## src/rtl/ppm_p6_stream_decoder_assert.svh

```systemverilog
// ----------------------------------------------------------------------------
// PPM P6 stream decoder assertion macros
// Shared concurrent assertion forms, clocked on clk_i, off during reset.
// ----------------------------------------------------------------------------
`ifndef PPM_P6_STREAM_DECODER_ASSERT_SVH
`define PPM_P6_STREAM_DECODER_ASSERT_SVH

// same-cycle implication
`define PP6D_ASSERT(label, ante, cons, msg) \
  label: assert property (@(posedge clk_i) disable iff (!rst_ni) (ante) |-> (cons)) \
    else $error(msg);

// next-cycle implication
`define PP6D_ASSERT_NEXT(label, ante, cons, msg) \
  label: assert property (@(posedge clk_i) disable iff (!rst_ni) (ante) |=> (cons)) \
    else $error(msg);

`endif

```

## src/rtl/pp6d_pkg.sv

```systemverilog
// ----------------------------------------------------------------------------
// pp6d_pkg
// Types and constants shared by the PPM P6 decoder controller and datapath.
// ----------------------------------------------------------------------------
package pp6d_pkg;

  // result kind, carried on the output tuser
  typedef enum logic [1:0] {
    KIND_PIXEL  = 2'd0,
    KIND_HEADER = 2'd1,
    KIND_ERROR  = 2'd2
  } kind_e;

  // characters of the header syntax
  localparam logic [7:0] CH_P     = 8'h50;
  localparam logic [7:0] CH_SIX   = 8'h36;
  localparam logic [7:0] CH_HASH  = 8'h23;
  localparam logic [7:0] CH_LF    = 8'h0A;
  localparam logic [7:0] CH_CR    = 8'h0D;
  localparam logic [7:0] CH_TAB   = 8'h09;
  localparam logic [7:0] CH_SPACE = 8'h20;
  localparam logic [7:0] CH_ZERO  = 8'h30;
  localparam logic [7:0] CH_NINE  = 8'h39;

  // scale coefficient is COEF_NUM / maximum
  localparam logic [7:0] COEF_NUM = 8'hFF;

  // pixel counter width
  localparam int unsigned PIX_CNT_W = 32;

  // controller -> datapath commands
  typedef struct packed {
    logic  acc_load;   // start a number with the current digit
    logic  acc_accum;  // append the current digit
    logic  latch_w;    // width <= clamped number
    logic  latch_h;    // height <= clamped number
    logic  hdr_start;  // start pixel count product and coefficient divide
    logic  pix_byte;   // take one color component
    logic  emit;       // load the output register
    kind_e kind;       // kind of the emitted result
  } ctrl_cmd_t;

  // datapath -> controller status
  typedef struct packed {
    logic       is_space;
    logic       is_digit;
    logic       is_hash;
    logic       is_eol;
    logic       is_p;
    logic       is_six;
    logic       acc_zero;
    logic       acc_gt_max;  // number above 255
    logic       div_done;
    logic       count_zero;  // width times height is zero
    logic       pix_last;    // one pixel left
    logic [1:0] comp_idx;
  } dp_status_t;

endpackage

```

## src/rtl/pp6d_div.sv

```systemverilog
// ----------------------------------------------------------------------------
// pp6d_div
// Restoring divider for the scale coefficient 255 / maximum, one bit a cycle.
// ----------------------------------------------------------------------------
module pp6d_div import pp6d_pkg::*; (
  input  logic       clk_i,
  input  logic       rst_ni,
  input  logic       start_i,
  input  logic [7:0] divisor_i,
  output logic       done_o,
  output logic [7:0] quot_o
);

  localparam int unsigned Steps = 8;
  localparam int unsigned CntW  = $clog2(Steps);

  logic            busy_q;
  logic [CntW-1:0] cnt_q;
  logic            done_q;
  logic [7:0]      div_q;
  logic [7:0]      rem_q;
  logic [7:0]      quo_q;
  logic [8:0]      trial;
  logic [8:0]      diff;
  logic            fits;

  // one restoring step: shift in the next dividend bit, subtract if it fits
  assign trial = {rem_q, quo_q[7]};
  assign diff  = trial - {1'b0, div_q};
  assign fits  = trial >= {1'b0, div_q};

  // control
  always_ff @(posedge clk_i or negedge rst_ni) begin
    if (!rst_ni) begin
      busy_q <= 1'b0;
      cnt_q  <= '0;
      done_q <= 1'b0;
    end else if (start_i) begin
      busy_q <= 1'b1;
      cnt_q  <= '0;
      done_q <= 1'b0;
    end else if (busy_q) begin
      cnt_q <= cnt_q + 1'b1;
      if (cnt_q == CntW'(Steps - 1)) begin
        busy_q <= 1'b0;
        done_q <= 1'b1;
      end
    end
  end

  // remainder and quotient; quotient register starts as the dividend
  always_ff @(posedge clk_i) begin
    if (start_i) begin
      div_q <= divisor_i;
      rem_q <= '0;
      quo_q <= COEF_NUM;
    end else if (busy_q) begin
      rem_q <= fits ? diff[7:0] : trial[7:0];
      quo_q <= {quo_q[6:0], fits};
    end
  end

  assign done_o = done_q;
  assign quot_o = quo_q;

endmodule

```

## src/rtl/pp6d_datapath.sv

```systemverilog
// ----------------------------------------------------------------------------
// pp6d_datapath
// Byte classes, number accumulator, size registers, pixel scaling and the
// output word register of the PPM P6 decoder.
// ----------------------------------------------------------------------------
module pp6d_datapath import pp6d_pkg::*; #(
  parameter int unsigned DIM_BITS = 16
) (
  input  logic        clk_i,
  input  logic        rst_ni,
  input  logic [7:0]  data_byte_i,
  input  ctrl_cmd_t   cmd_i,
  output dp_status_t  sts_o,
  output kind_e       kind_o,
  output logic [7:0]  red_o,
  output logic [7:0]  green_o,
  output logic [7:0]  blue_o,
  output logic [15:0] image_width_o,
  output logic [15:0] image_height_o,
  output logic        last_pixel_o
);

  localparam int unsigned AccW = DIM_BITS + 1;
  localparam int unsigned MulW = DIM_BITS + 5;
  localparam int unsigned ProdW = (2 * DIM_BITS > PIX_CNT_W) ? 2 * DIM_BITS : PIX_CNT_W + 1;
  localparam logic [AccW-1:0] AccCap = {1'b1, {DIM_BITS{1'b0}}};

  logic [AccW-1:0]      acc_q;
  logic [DIM_BITS-1:0]  w_q;
  logic [DIM_BITS-1:0]  h_q;
  logic [ProdW-1:0]     prod_q;
  logic [PIX_CNT_W-1:0] count_q;
  logic [PIX_CNT_W-1:0] count_sat;
  logic [7:0]           coef_q;
  logic [1:0]           comp_q;
  logic [7:0]           red_hold_q;
  logic [7:0]           green_hold_q;
  logic [3:0]           digit;
  logic [MulW-1:0]      acc_next;
  logic [DIM_BITS-1:0]  acc_clamp;
  logic                 div_done;
  logic [7:0]           div_quot;
  logic [7:0]           red_mul;
  logic [7:0]           green_mul;
  logic [7:0]           blue_mul;

  kind_e                kind_q;
  logic [7:0]           red_q;
  logic [7:0]           green_q;
  logic [7:0]           blue_q;
  logic [15:0]          owidth_q;
  logic [15:0]          oheight_q;
  logic                 last_q;

  // byte classes
  assign digit = 4'(data_byte_i - CH_ZERO);

  always_comb begin
    sts_o.is_space   = data_byte_i inside {CH_SPACE, [CH_TAB:CH_CR]};
    sts_o.is_digit   = data_byte_i inside {[CH_ZERO:CH_NINE]};
    sts_o.is_hash    = data_byte_i == CH_HASH;
    sts_o.is_eol     = data_byte_i inside {CH_LF, CH_CR};
    sts_o.is_p       = data_byte_i == CH_P;
    sts_o.is_six     = data_byte_i == CH_SIX;
    sts_o.acc_zero   = acc_q == '0;
    sts_o.acc_gt_max = |acc_q[AccW-1:8];
    sts_o.div_done   = div_done;
    sts_o.count_zero = prod_q == '0;
    sts_o.pix_last   = count_q == PIX_CNT_W'(1);
    sts_o.comp_idx   = comp_q;
  end

  // decimal accumulate, saturating at 2^DIM_BITS
  always_comb begin
    acc_next = (MulW'(acc_q) << 3) + (MulW'(acc_q) << 1) + MulW'(digit);
    if (acc_next > MulW'(AccCap)) begin
      acc_next = MulW'(AccCap);
    end
  end

  assign acc_clamp = acc_q[DIM_BITS] ? '1 : acc_q[DIM_BITS-1:0];
  assign count_sat = (|prod_q[ProdW-1:PIX_CNT_W]) ? '1 : prod_q[PIX_CNT_W-1:0];

  // number and size registers
  always_ff @(posedge clk_i) begin
    if (cmd_i.acc_load) begin
      acc_q <= AccW'(digit);
    end else if (cmd_i.acc_accum) begin
      acc_q <= acc_next[AccW-1:0];
    end
    if (cmd_i.latch_w) begin
      w_q <= acc_clamp;
    end
    if (cmd_i.latch_h) begin
      h_q <= acc_clamp;
    end
    if (cmd_i.hdr_start) begin
      prod_q <= ProdW'(w_q) * ProdW'(h_q);
    end
  end

  // coefficient divider
  pp6d_div u_div (
    .clk_i     (clk_i),
    .rst_ni    (rst_ni),
    .start_i   (cmd_i.hdr_start),
    .divisor_i (acc_q[7:0]),
    .done_o    (div_done),
    .quot_o    (div_quot)
  );

  // pixel assembly and count
  always_ff @(posedge clk_i or negedge rst_ni) begin
    if (!rst_ni) begin
      comp_q <= '0;
    end else if (cmd_i.emit && cmd_i.kind == KIND_HEADER) begin
      comp_q <= '0;
    end else if (cmd_i.pix_byte) begin
      comp_q <= (comp_q == 2'd2) ? 2'd0 : comp_q + 2'd1;
    end
  end

  always_ff @(posedge clk_i) begin
    if (cmd_i.emit && cmd_i.kind == KIND_HEADER) begin
      coef_q  <= div_quot;
      count_q <= count_sat;
    end else if (cmd_i.pix_byte) begin
      case (comp_q)
        2'd0:    red_hold_q   <= data_byte_i;
        2'd1:    green_hold_q <= data_byte_i;
        default: count_q      <= count_q - PIX_CNT_W'(1);
      endcase
    end
  end

  // scaled components, truncated to 8 bits
  assign red_mul   = red_hold_q * coef_q;
  assign green_mul = green_hold_q * coef_q;
  assign blue_mul  = data_byte_i * coef_q;

  // output word register; fields that do not belong to the kind read zero
  always_ff @(posedge clk_i) begin
    if (cmd_i.emit) begin
      kind_q <= cmd_i.kind;
      case (cmd_i.kind)
        KIND_PIXEL: begin
          red_q     <= red_mul;
          green_q   <= green_mul;
          blue_q    <= blue_mul;
          owidth_q  <= '0;
          oheight_q <= '0;
          last_q    <= count_q == PIX_CNT_W'(1);
        end
        KIND_HEADER: begin
          red_q     <= '0;
          green_q   <= '0;
          blue_q    <= '0;
          owidth_q  <= 16'(w_q);
          oheight_q <= 16'(h_q);
          last_q    <= 1'b0;
        end
        default: begin
          red_q     <= '0;
          green_q   <= '0;
          blue_q    <= '0;
          owidth_q  <= '0;
          oheight_q <= '0;
          last_q    <= 1'b0;
        end
      endcase
    end
  end

  assign kind_o         = kind_q;
  assign red_o          = red_q;
  assign green_o        = green_q;
  assign blue_o         = blue_q;
  assign image_width_o  = owidth_q;
  assign image_height_o = oheight_q;
  assign last_pixel_o   = last_q;

endmodule

```

## src/rtl/pp6d_ctrl.sv

```systemverilog
// ----------------------------------------------------------------------------
// pp6d_ctrl
// Parse state machine and stream handshake of the PPM P6 decoder.
// ----------------------------------------------------------------------------
`include "ppm_p6_stream_decoder_assert.svh"

module pp6d_ctrl import pp6d_pkg::*; (
  input  logic       clk_i,
  input  logic       rst_ni,
  input  logic       s_valid_i,
  input  logic       s_start_i,
  output logic       s_ready_o,
  output logic       m_valid_o,
  input  logic       m_ready_i,
  input  dp_status_t sts_i,
  output ctrl_cmd_t  cmd_o
);

  localparam logic [3:0] PH_MAGIC_P  = 4'd0;
  localparam logic [3:0] PH_MAGIC_6  = 4'd1;
  localparam logic [3:0] PH_PRE_W    = 4'd2;
  localparam logic [3:0] PH_COM_W    = 4'd3;
  localparam logic [3:0] PH_NUM_W    = 4'd4;
  localparam logic [3:0] PH_PRE_H    = 4'd5;
  localparam logic [3:0] PH_COM_H    = 4'd6;
  localparam logic [3:0] PH_NUM_H    = 4'd7;
  localparam logic [3:0] PH_PRE_M    = 4'd8;
  localparam logic [3:0] PH_COM_M    = 4'd9;
  localparam logic [3:0] PH_NUM_M    = 4'd10;
  localparam logic [3:0] PH_PIXELS   = 4'd11;
  localparam logic [3:0] PH_IDLE     = 4'd12;
  localparam logic [3:0] PH_HDR_CALC = 4'd13;

  typedef struct packed {
    logic       err;
    logic       load;
    logic [3:0] phase;
  } pre_t;

  logic [3:0] phase_q;
  logic [3:0] phase_d;
  logic [3:0] ph;
  logic       out_valid_q;
  logic       out_valid_d;
  logic       slot_free;
  logic       in_acc;
  logic       err;
  pre_t       pre_r;

  // skip phase before a number: whitespace stays, '#' opens a comment
  function automatic pre_t pre_step(input dp_status_t s, input logic [3:0] cur,
                                    input logic [3:0] com, input logic [3:0] num);
    pre_t r;
    r.err   = 1'b0;
    r.load  = 1'b0;
    r.phase = cur;
    if (s.is_hash) begin
      r.phase = com;
    end else if (s.is_digit) begin
      r.load  = 1'b1;
      r.phase = num;
    end else if (!s.is_space) begin
      r.err = 1'b1;
    end
    return r;
  endfunction

  // handshake
  assign slot_free = !out_valid_q || m_ready_i;
  assign s_ready_o = (phase_q != PH_HDR_CALC) && slot_free;
  assign in_acc    = s_valid_i && s_ready_o;
  assign ph        = s_start_i ? PH_MAGIC_P : phase_q;

  // next phase and commands
  always_comb begin
    phase_d = phase_q;
    cmd_o   = '0;
    err     = 1'b0;
    pre_r   = '0;
    if (phase_q == PH_HDR_CALC) begin
      if (sts_i.div_done && slot_free) begin
        cmd_o.emit = 1'b1;
        cmd_o.kind = KIND_HEADER;
        phase_d    = sts_i.count_zero ? PH_IDLE : PH_PIXELS;
      end
    end else if (in_acc) begin
      phase_d = ph;
      case (ph)
        PH_MAGIC_P: begin
          if (sts_i.is_p) phase_d = PH_MAGIC_6;
          else            err     = 1'b1;
        end
        PH_MAGIC_6: begin
          if (sts_i.is_six) phase_d = PH_PRE_W;
          else              err     = 1'b1;
        end
        PH_PRE_W, PH_PRE_H, PH_PRE_M: begin
          pre_r          = pre_step(sts_i, ph, ph + 4'd1, ph + 4'd2);
          phase_d        = pre_r.phase;
          cmd_o.acc_load = pre_r.load;
          err            = pre_r.err;
        end
        PH_COM_W, PH_COM_H, PH_COM_M: begin
          if (sts_i.is_eol) phase_d = ph - 4'd1;
        end
        PH_NUM_W, PH_NUM_H: begin
          if (sts_i.is_digit) begin
            cmd_o.acc_accum = 1'b1;
          end else begin
            // terminator byte opens the skip before the next number
            cmd_o.latch_w  = ph == PH_NUM_W;
            cmd_o.latch_h  = ph == PH_NUM_H;
            pre_r          = pre_step(sts_i, ph + 4'd1, ph + 4'd2, ph + 4'd3);
            phase_d        = pre_r.phase;
            cmd_o.acc_load = pre_r.load;
            err            = pre_r.err;
          end
        end
        PH_NUM_M: begin
          if (sts_i.is_digit) begin
            cmd_o.acc_accum = 1'b1;
          end else if (sts_i.acc_zero || sts_i.acc_gt_max) begin
            err = 1'b1;
          end else begin
            cmd_o.hdr_start = 1'b1;
            phase_d         = PH_HDR_CALC;
          end
        end
        PH_PIXELS: begin
          cmd_o.pix_byte = 1'b1;
          if (sts_i.comp_idx == 2'd2) begin
            cmd_o.emit = 1'b1;
            cmd_o.kind = KIND_PIXEL;
            if (sts_i.pix_last) phase_d = PH_IDLE;
          end
        end
        default: begin
          phase_d = PH_IDLE;
        end
      endcase
      if (err) begin
        cmd_o.emit = 1'b1;
        cmd_o.kind = KIND_ERROR;
        phase_d    = PH_IDLE;
      end
    end
  end

  // output valid
  always_comb begin
    out_valid_d = out_valid_q;
    if (cmd_o.emit) begin
      out_valid_d = 1'b1;
    end else if (m_ready_i) begin
      out_valid_d = 1'b0;
    end
  end

  always_ff @(posedge clk_i or negedge rst_ni) begin
    if (!rst_ni) begin
      phase_q     <= PH_MAGIC_P;
      out_valid_q <= 1'b0;
    end else begin
      phase_q     <= phase_d;
      out_valid_q <= out_valid_d;
    end
  end

  assign m_valid_o = out_valid_q;

  // checks
  `PP6D_ASSERT(a_no_input_in_calc, phase_q == PH_HDR_CALC, !in_acc, "byte taken during header calc")
  `PP6D_ASSERT(a_no_overwrite, out_valid_q && !m_ready_i, !cmd_o.emit, "pending word overwritten")
  `PP6D_ASSERT_NEXT(a_hdr_emitted, phase_q == PH_HDR_CALC && sts_i.div_done && slot_free, out_valid_q && phase_q != PH_HDR_CALC, "header not emitted")
  `PP6D_ASSERT(a_comp_range, phase_q == PH_PIXELS, sts_i.comp_idx != 2'd3, "component index out of range")

endmodule

```

## src/rtl/ppm_p6_stream_decoder.sv

```systemverilog
// ----------------------------------------------------------------------------
// ppm_p6_stream_decoder
// Binary PPM (P6) parser: header check, size report and scaled pixel output.
// ----------------------------------------------------------------------------
// Input stream: one file byte per word on s_axis_tdata; s_axis_tuser set on
// the first byte of a file restarts the parser before that byte is taken.
// Output stream: one word per header, format error or pixel; tuser gives the
// kind (pixel, header, error) and tlast marks the final pixel of an image.
// Header and pixel bytes are taken at one byte per cycle. Pixel and error
// words are registered and appear in the cycle after the byte that completes
// them. The byte that ends the maximum value starts a multiply for the pixel
// count and an 8-step restoring divide for the 255 / maximum coefficient;
// the header word is emitted once the divide is done and the output register
// is free, and the input is held off until then.
// A stalled receiver holds the output word; the input takes a new byte only
// while the output register is empty or being drained the same cycle.
// Reset returns the parser to expecting the 'P' of the magic with no word
// pending. After an error or the last pixel, bytes are dropped until a new
// file start.
// ----------------------------------------------------------------------------
module ppm_p6_stream_decoder import pp6d_pkg::*; #(
  parameter int unsigned DIM_BITS = 16
) (
  input  logic        clk_i,
  input  logic        rst_ni,
  input  logic        s_axis_tvalid,
  output logic        s_axis_tready,
  input  logic [7:0]  s_axis_tdata,   // [7:0] data_byte
  input  logic        s_axis_tuser,   // [0] file_start
  output logic        m_axis_tvalid,
  input  logic        m_axis_tready,
  output logic [55:0] m_axis_tdata,   // [7:0] red, [15:8] green, [23:16] blue,
                                      // [39:24] image_width, [55:40] image_height
  output logic [1:0]  m_axis_tuser,   // [1:0] kind
  output logic        m_axis_tlast    // last_pixel
);

  ctrl_cmd_t   cmd;
  dp_status_t  sts;
  kind_e       kind;
  logic [7:0]  red;
  logic [7:0]  green;
  logic [7:0]  blue;
  logic [15:0] image_width;
  logic [15:0] image_height;
  logic        last_pixel;

  pp6d_ctrl u_ctrl (
    .clk_i     (clk_i),
    .rst_ni    (rst_ni),
    .s_valid_i (s_axis_tvalid),
    .s_start_i (s_axis_tuser),
    .s_ready_o (s_axis_tready),
    .m_valid_o (m_axis_tvalid),
    .m_ready_i (m_axis_tready),
    .sts_i     (sts),
    .cmd_o     (cmd)
  );

  pp6d_datapath #(
    .DIM_BITS (DIM_BITS)
  ) u_datapath (
    .clk_i          (clk_i),
    .rst_ni         (rst_ni),
    .data_byte_i    (s_axis_tdata),
    .cmd_i          (cmd),
    .sts_o          (sts),
    .kind_o         (kind),
    .red_o          (red),
    .green_o        (green),
    .blue_o         (blue),
    .image_width_o  (image_width),
    .image_height_o (image_height),
    .last_pixel_o   (last_pixel)
  );

  // output word packing
  assign m_axis_tdata = {image_height, image_width, blue, green, red};
  assign m_axis_tuser = kind;
  assign m_axis_tlast = last_pixel;

endmodule

```

## config.mk

```make
export PLATFORM = sky130hd
export DESIGN_NAME = ppm_p6_stream_decoder
export DESIGN_NICKNAME = d
export VERILOG_FILES = /design/src/rtl/pp6d_pkg.sv /design/src/rtl/pp6d_div.sv /design/src/rtl/pp6d_datapath.sv /design/src/rtl/pp6d_ctrl.sv /design/src/rtl/ppm_p6_stream_decoder.sv
export VERILOG_INCLUDE_DIRS = /design/src /design/src/rtl
export SDC_FILE = /design/constraint.sdc
export NUM_CORES = 1
export LEC_CHECK = 0
export CORE_AREA = 2 2 153 230
export DETAILED_ROUTE_END_ITERATION = 6
export DIE_AREA = 0 0 155 232
export DONT_BUFFER_PORTS = 1
export GPL_TIMING_DRIVEN = 0
export HOLD_SLACK_MARGIN = 0.1
export PLACE_DENSITY = 0.9
export RECOVER_POWER = 100
export SKIP_LAST_GASP = 1
export SLEW_MARGIN = 20
export SYNTH_ARGS = -nofsm -noshare
export SYNTH_HDL_FRONTEND = slang
export SYNTH_SLANG_ARGS = --single-unit
```

## constraint.sdc

```tcl
create_clock -name clk_i -period 8.3 [get_ports clk_i]
set_input_delay 0 -clock clk_i [delete_from_list [all_inputs] [get_ports clk_i]]
set_output_delay 0 -clock clk_i [all_outputs]
set_load 0.005 [all_outputs]
```

==> summary.txt <==
fin crit share: 86.8%
max_cap viols: 3
Port-buffer cells: 0
maximum VDD drop: 0.000209 V
critical setup path kind: flop to flop
EDFF count, synth: 191
CTS max path bufs: 3
Power Total: 5.07 mW
largest fanout on the critical path: 10
GP Congestion: 0.978
Tmin final: 7.21 ns
register area: 0.00662 mm²
Non-Filler Instances: 2,731
clock slew at reported path FFs: 0.07 ns
TritonCTS clock tree: built
CTS Hold Buffers Added: 14
Slew Viols, Final: 58
detail-routed net length per standard cell: 19.8 µm
Multi-input gate area: 0.0140 mm²
Ys Warns: 0
share of cells above drive strength 1: 3.17%
placed cell count: 2,677
via count of the routed design: 16,500
Clock Latency Late Sink: 0.56 ns
CP max stage delay: 0.56 ns
# DRC: 1
Core Area: 0.0340 mm²
CP startpoint kind: flop
crit-path cells: clkbuf_1 > clkbuf_1 > nand2_1 > fa_1 > fa_1 > inv_1 > fa_1 > fa_1 > fa_1 > inv_1 > fa_1 > inv_1 > ha_1 > clkbuf_1 > nand4_1 > nor4_1 > nand4_1 > nand3_1 > a41oi_1 > a21oi_1 > a21o_1 > a21oi_1 > xnor2_1
ANT cells: 0
status: finished, violations left
post-synthesis sequential area ratio: 29.7%
GRT Util Overall: 31.0%
Peak Freq: 139 MHz
number of DRC markers in iteration 0: 1,269
Layout Skew: 0.0401 ns
Yosys reg bits: 232
Num CTS Buffers: 22
Met3 Wirelength: 3.68 mm
worst-margin pin slew: 1.83 ns
CP endpoint kind: flop
Slowest-stage cell, CP: fa_1
Yosys cell types: 81
ys async rst share: 5.17%
Nets: 2,742
Hold Path Class: primary input to flop
# IOs: 74
Avg Cell Area, Syn: 9.91 µm²
Sink Count: 232
Top Layer Used: met4
Post CTS Setup Buffer Count: 0
unrepaired setup endpoints after global routing: no
antenna violations before repair: 0
metal2 WL: 27.8 mm
row count: 83
drt total wl: 54.1 mm
Chip Height: 232 µm
Vias/cell: 6.05
Initial Utilization: 65.5%
DIE AREA: 0.0360 mm²
failing checks: DRC, capacitance limit, slew limit
Initial DRT Pass Iterations: 7
Metal-1 WL: 19.1 mm
syn_nets: 2,699
Detail Route Antenna Nets: 0
Die Wd: 155 µm
largest net degree at the start of global routing: 36
Cells after Synth: 2,247
number of global-route vias before repair: 17,500
grt ovf: 0
htree depth: 1
Slew headroom: -23.5%
fillcell total: 2,329
DP HPWL: 42.5 mm
power per cell area: 215 mW/mm²
Cell Area, Synth: 0.0223 mm²
setup violators final: 0
Resized cells post-CTS: 0
first-pass GRT wire length: 88.0 mm
CP arrival: 7.48 ns
Synth-to-Final Area Change: 6.07%
crit-path most repeated cell: fa_1
static leakage: 10.4 nW
main flop type after synthesis: edfxtp_1
final hold vios: 0
Root Driver: clkbuf_16
Critical Path RT: 8.58 ns
==> layout make-up <==
cell class                      count  area share, %
Multi-Input combinational cell   1599           59.3
Inverter                          341           5.42
Clock inverter                     15          0.668
Timing Repair Buffer               19          0.673
Buffer                             75           1.25
Clock buffer                       25           2.38
Tap cell                          425           2.25
Sequential cell                   232           28.0
==> where the power goes <==
| group | leakage [nW] | total (mW) | switching [mW] | internal (mW) |
|---|---|---|---|---|
| clock | 0.347 | 1.01 | 0.472 | 0.537 |
| combinational | 7.93 | 2.29 | 1.35 | 0.947 |
| sequential | 2.13 | 1.77 | 0.139 | 1.63 |
==> cells by family (layout without fill, tap and decap cells) <==
logic type	after synthesis	count (layout)	share of synthesized area (%)
mux	19	19	0.854
compound gates	258	258	7.58
buf+inv	416	475	7.12
fa+ha+maj	439	439	32.5
flops	232	232	29.7
simple gates	761	761	17.4
xor+xnor	122	122	4.80
==> metrics by stage <==
step           hold slack [ns]  instance area [µm²]  worst slack (ns)  util, %  TNS, ns
2_1_floorplan           -0.296                22300              2.14        -        0
3_3_place_gp            -0.295                22800            -0.179     67.1   -10.48
3_5_place_dp            -0.295                22900              1.21     67.5        0
4_1_cts                  0.105                23800              1.17     70.1        0
5_1_grt                  0.139                23600             0.879     69.5        0
6_report                 0.114                23600              1.09     69.5        0
==> cells in the final DEF, fill, tap and decap left out, drive strengths merged, types with 11 or more instances in the layout <==
master and instances:
a21o 16, a21oi 66, a22o 15, a31oi 11
and2 229, clkbuf 102, dfrtp 12, dfxtp 29
dlygate4sd3 14, edfxtp 191, fa 233, ha 206
inv 345, mux2i 19, nand2 273, nand2b 16
nand3 24, nand4 11, nor2 92, nor2b 13
nor3 30, nor4 19, o21ai 77, or2 20
xnor2 84, xor2 38
==> synth_stat cells (3+ instances only) <==
cell type	instances	area, µm²
inv_1	338	1270
nand2_1	273	1020
fa_1	233	4660
and2_1	229	1430
ha_1	206	2580
edfxtp_1	191	5740
nor2_1	92	345
xnor2_1	84	736
o21ai_0	70	350
clkbuf_1	67	251
a21oi_1	65	325
xor2_1	38	333
dfxtp_1	29	581
nor3_1	28	140
nand3_1	24	120
or2_2	20	125
mux2i_1	19	190
nor4_1	17	106
a21o_1	16	120
a22o_1	15	131
nand2b_1	15	93.8
nor2b_1	13	81.3
dfrtp_1	12	300
nand4_1	11	68.8
a31oi_1	9	56.3
and3_1	9	56.3
o21bai_1	9	67.6
a211oi_1	8	60.1
o211ai_1	7	52.6
o21ai_1	7	35.0
nor3b_1	5	37.5
or4_1	5	37.5
a21boi_0	4	30.0
o21a_1	4	30.0
o31ai_1	4	30.0
or3_1	4	25.0
a311oi_1	3	26.3
a31o_2	3	26.3
buf_2	3	15.0
nand3b_1	3	22.5
o41ai_1	3	26.3
==> worst max-delay path, delay by kind of cell, from the launching register on <==
kind | cells | cell delay, ns
and+or+nand+nor | 5 | 1.15
DFF | 1 | 0.34
AOI/OAI and AO/OA | 4 | 0.63
adders and majority gates | 7 | 3.26
xor gates and xnor gates | 1 | 0.14
buffers and inverters | 6 | 1.41
==> flip-flops by register name (all words and copies together) (netlist names), 4 cells and up <==
name	count
u_datapath.count_q	32
u_datapath.prod_q	32
u_datapath.acc_q	17
u_datapath.h_q	16
u_datapath.image_height_o	16
u_datapath.image_width_o	16
u_datapath.w_q	16
u_datapath.blue_o	8
u_datapath.coef_q	8
u_datapath.green_hold_q	8
u_datapath.green_o	8
u_datapath.red_hold_q	8
u_datapath.red_o	8
u_datapath.u_div.div_q	8
u_datapath.u_div.quot_o	8
u_datapath.u_div.rem_q	8
u_ctrl.phase_q	4
==> metal layers <==
layer / vias to the layer above / GRT usage (%)
li1: 7421 / -
met1: 8045 / 35.0
met2: 804 / 56.1
met3: 241 / 4.26
met4: 0 / 17.6
met5: - / 0
==> final timing paths <==
| path | startpoint | endpoint | slack, ns | cells after the start |
|---|---|---|---|---|
| min reg2reg | u_datapath.u_div.quot_o[6] | u_datapath.coef_q[6] | 0.49 | 0 |
| min in group asynchronous | rst_ni | u_ctrl.phase_q[3] | 0.43 | 2 |
| max | u_datapath.h_q[9] | u_datapath.prod_q[30] | 1.09 | 23 |
| max reg2reg | u_datapath.h_q[9] | u_datapath.prod_q[30] | 1.09 | 23 |
| min | s_axis_tdata[3] | u_datapath.acc_q[3] | 0.11 | 3 |
| max in group asynchronous | rst_ni | u_datapath.comp_q[1] | 7.42 | 2 |
(Power assumes the default switching activity.)
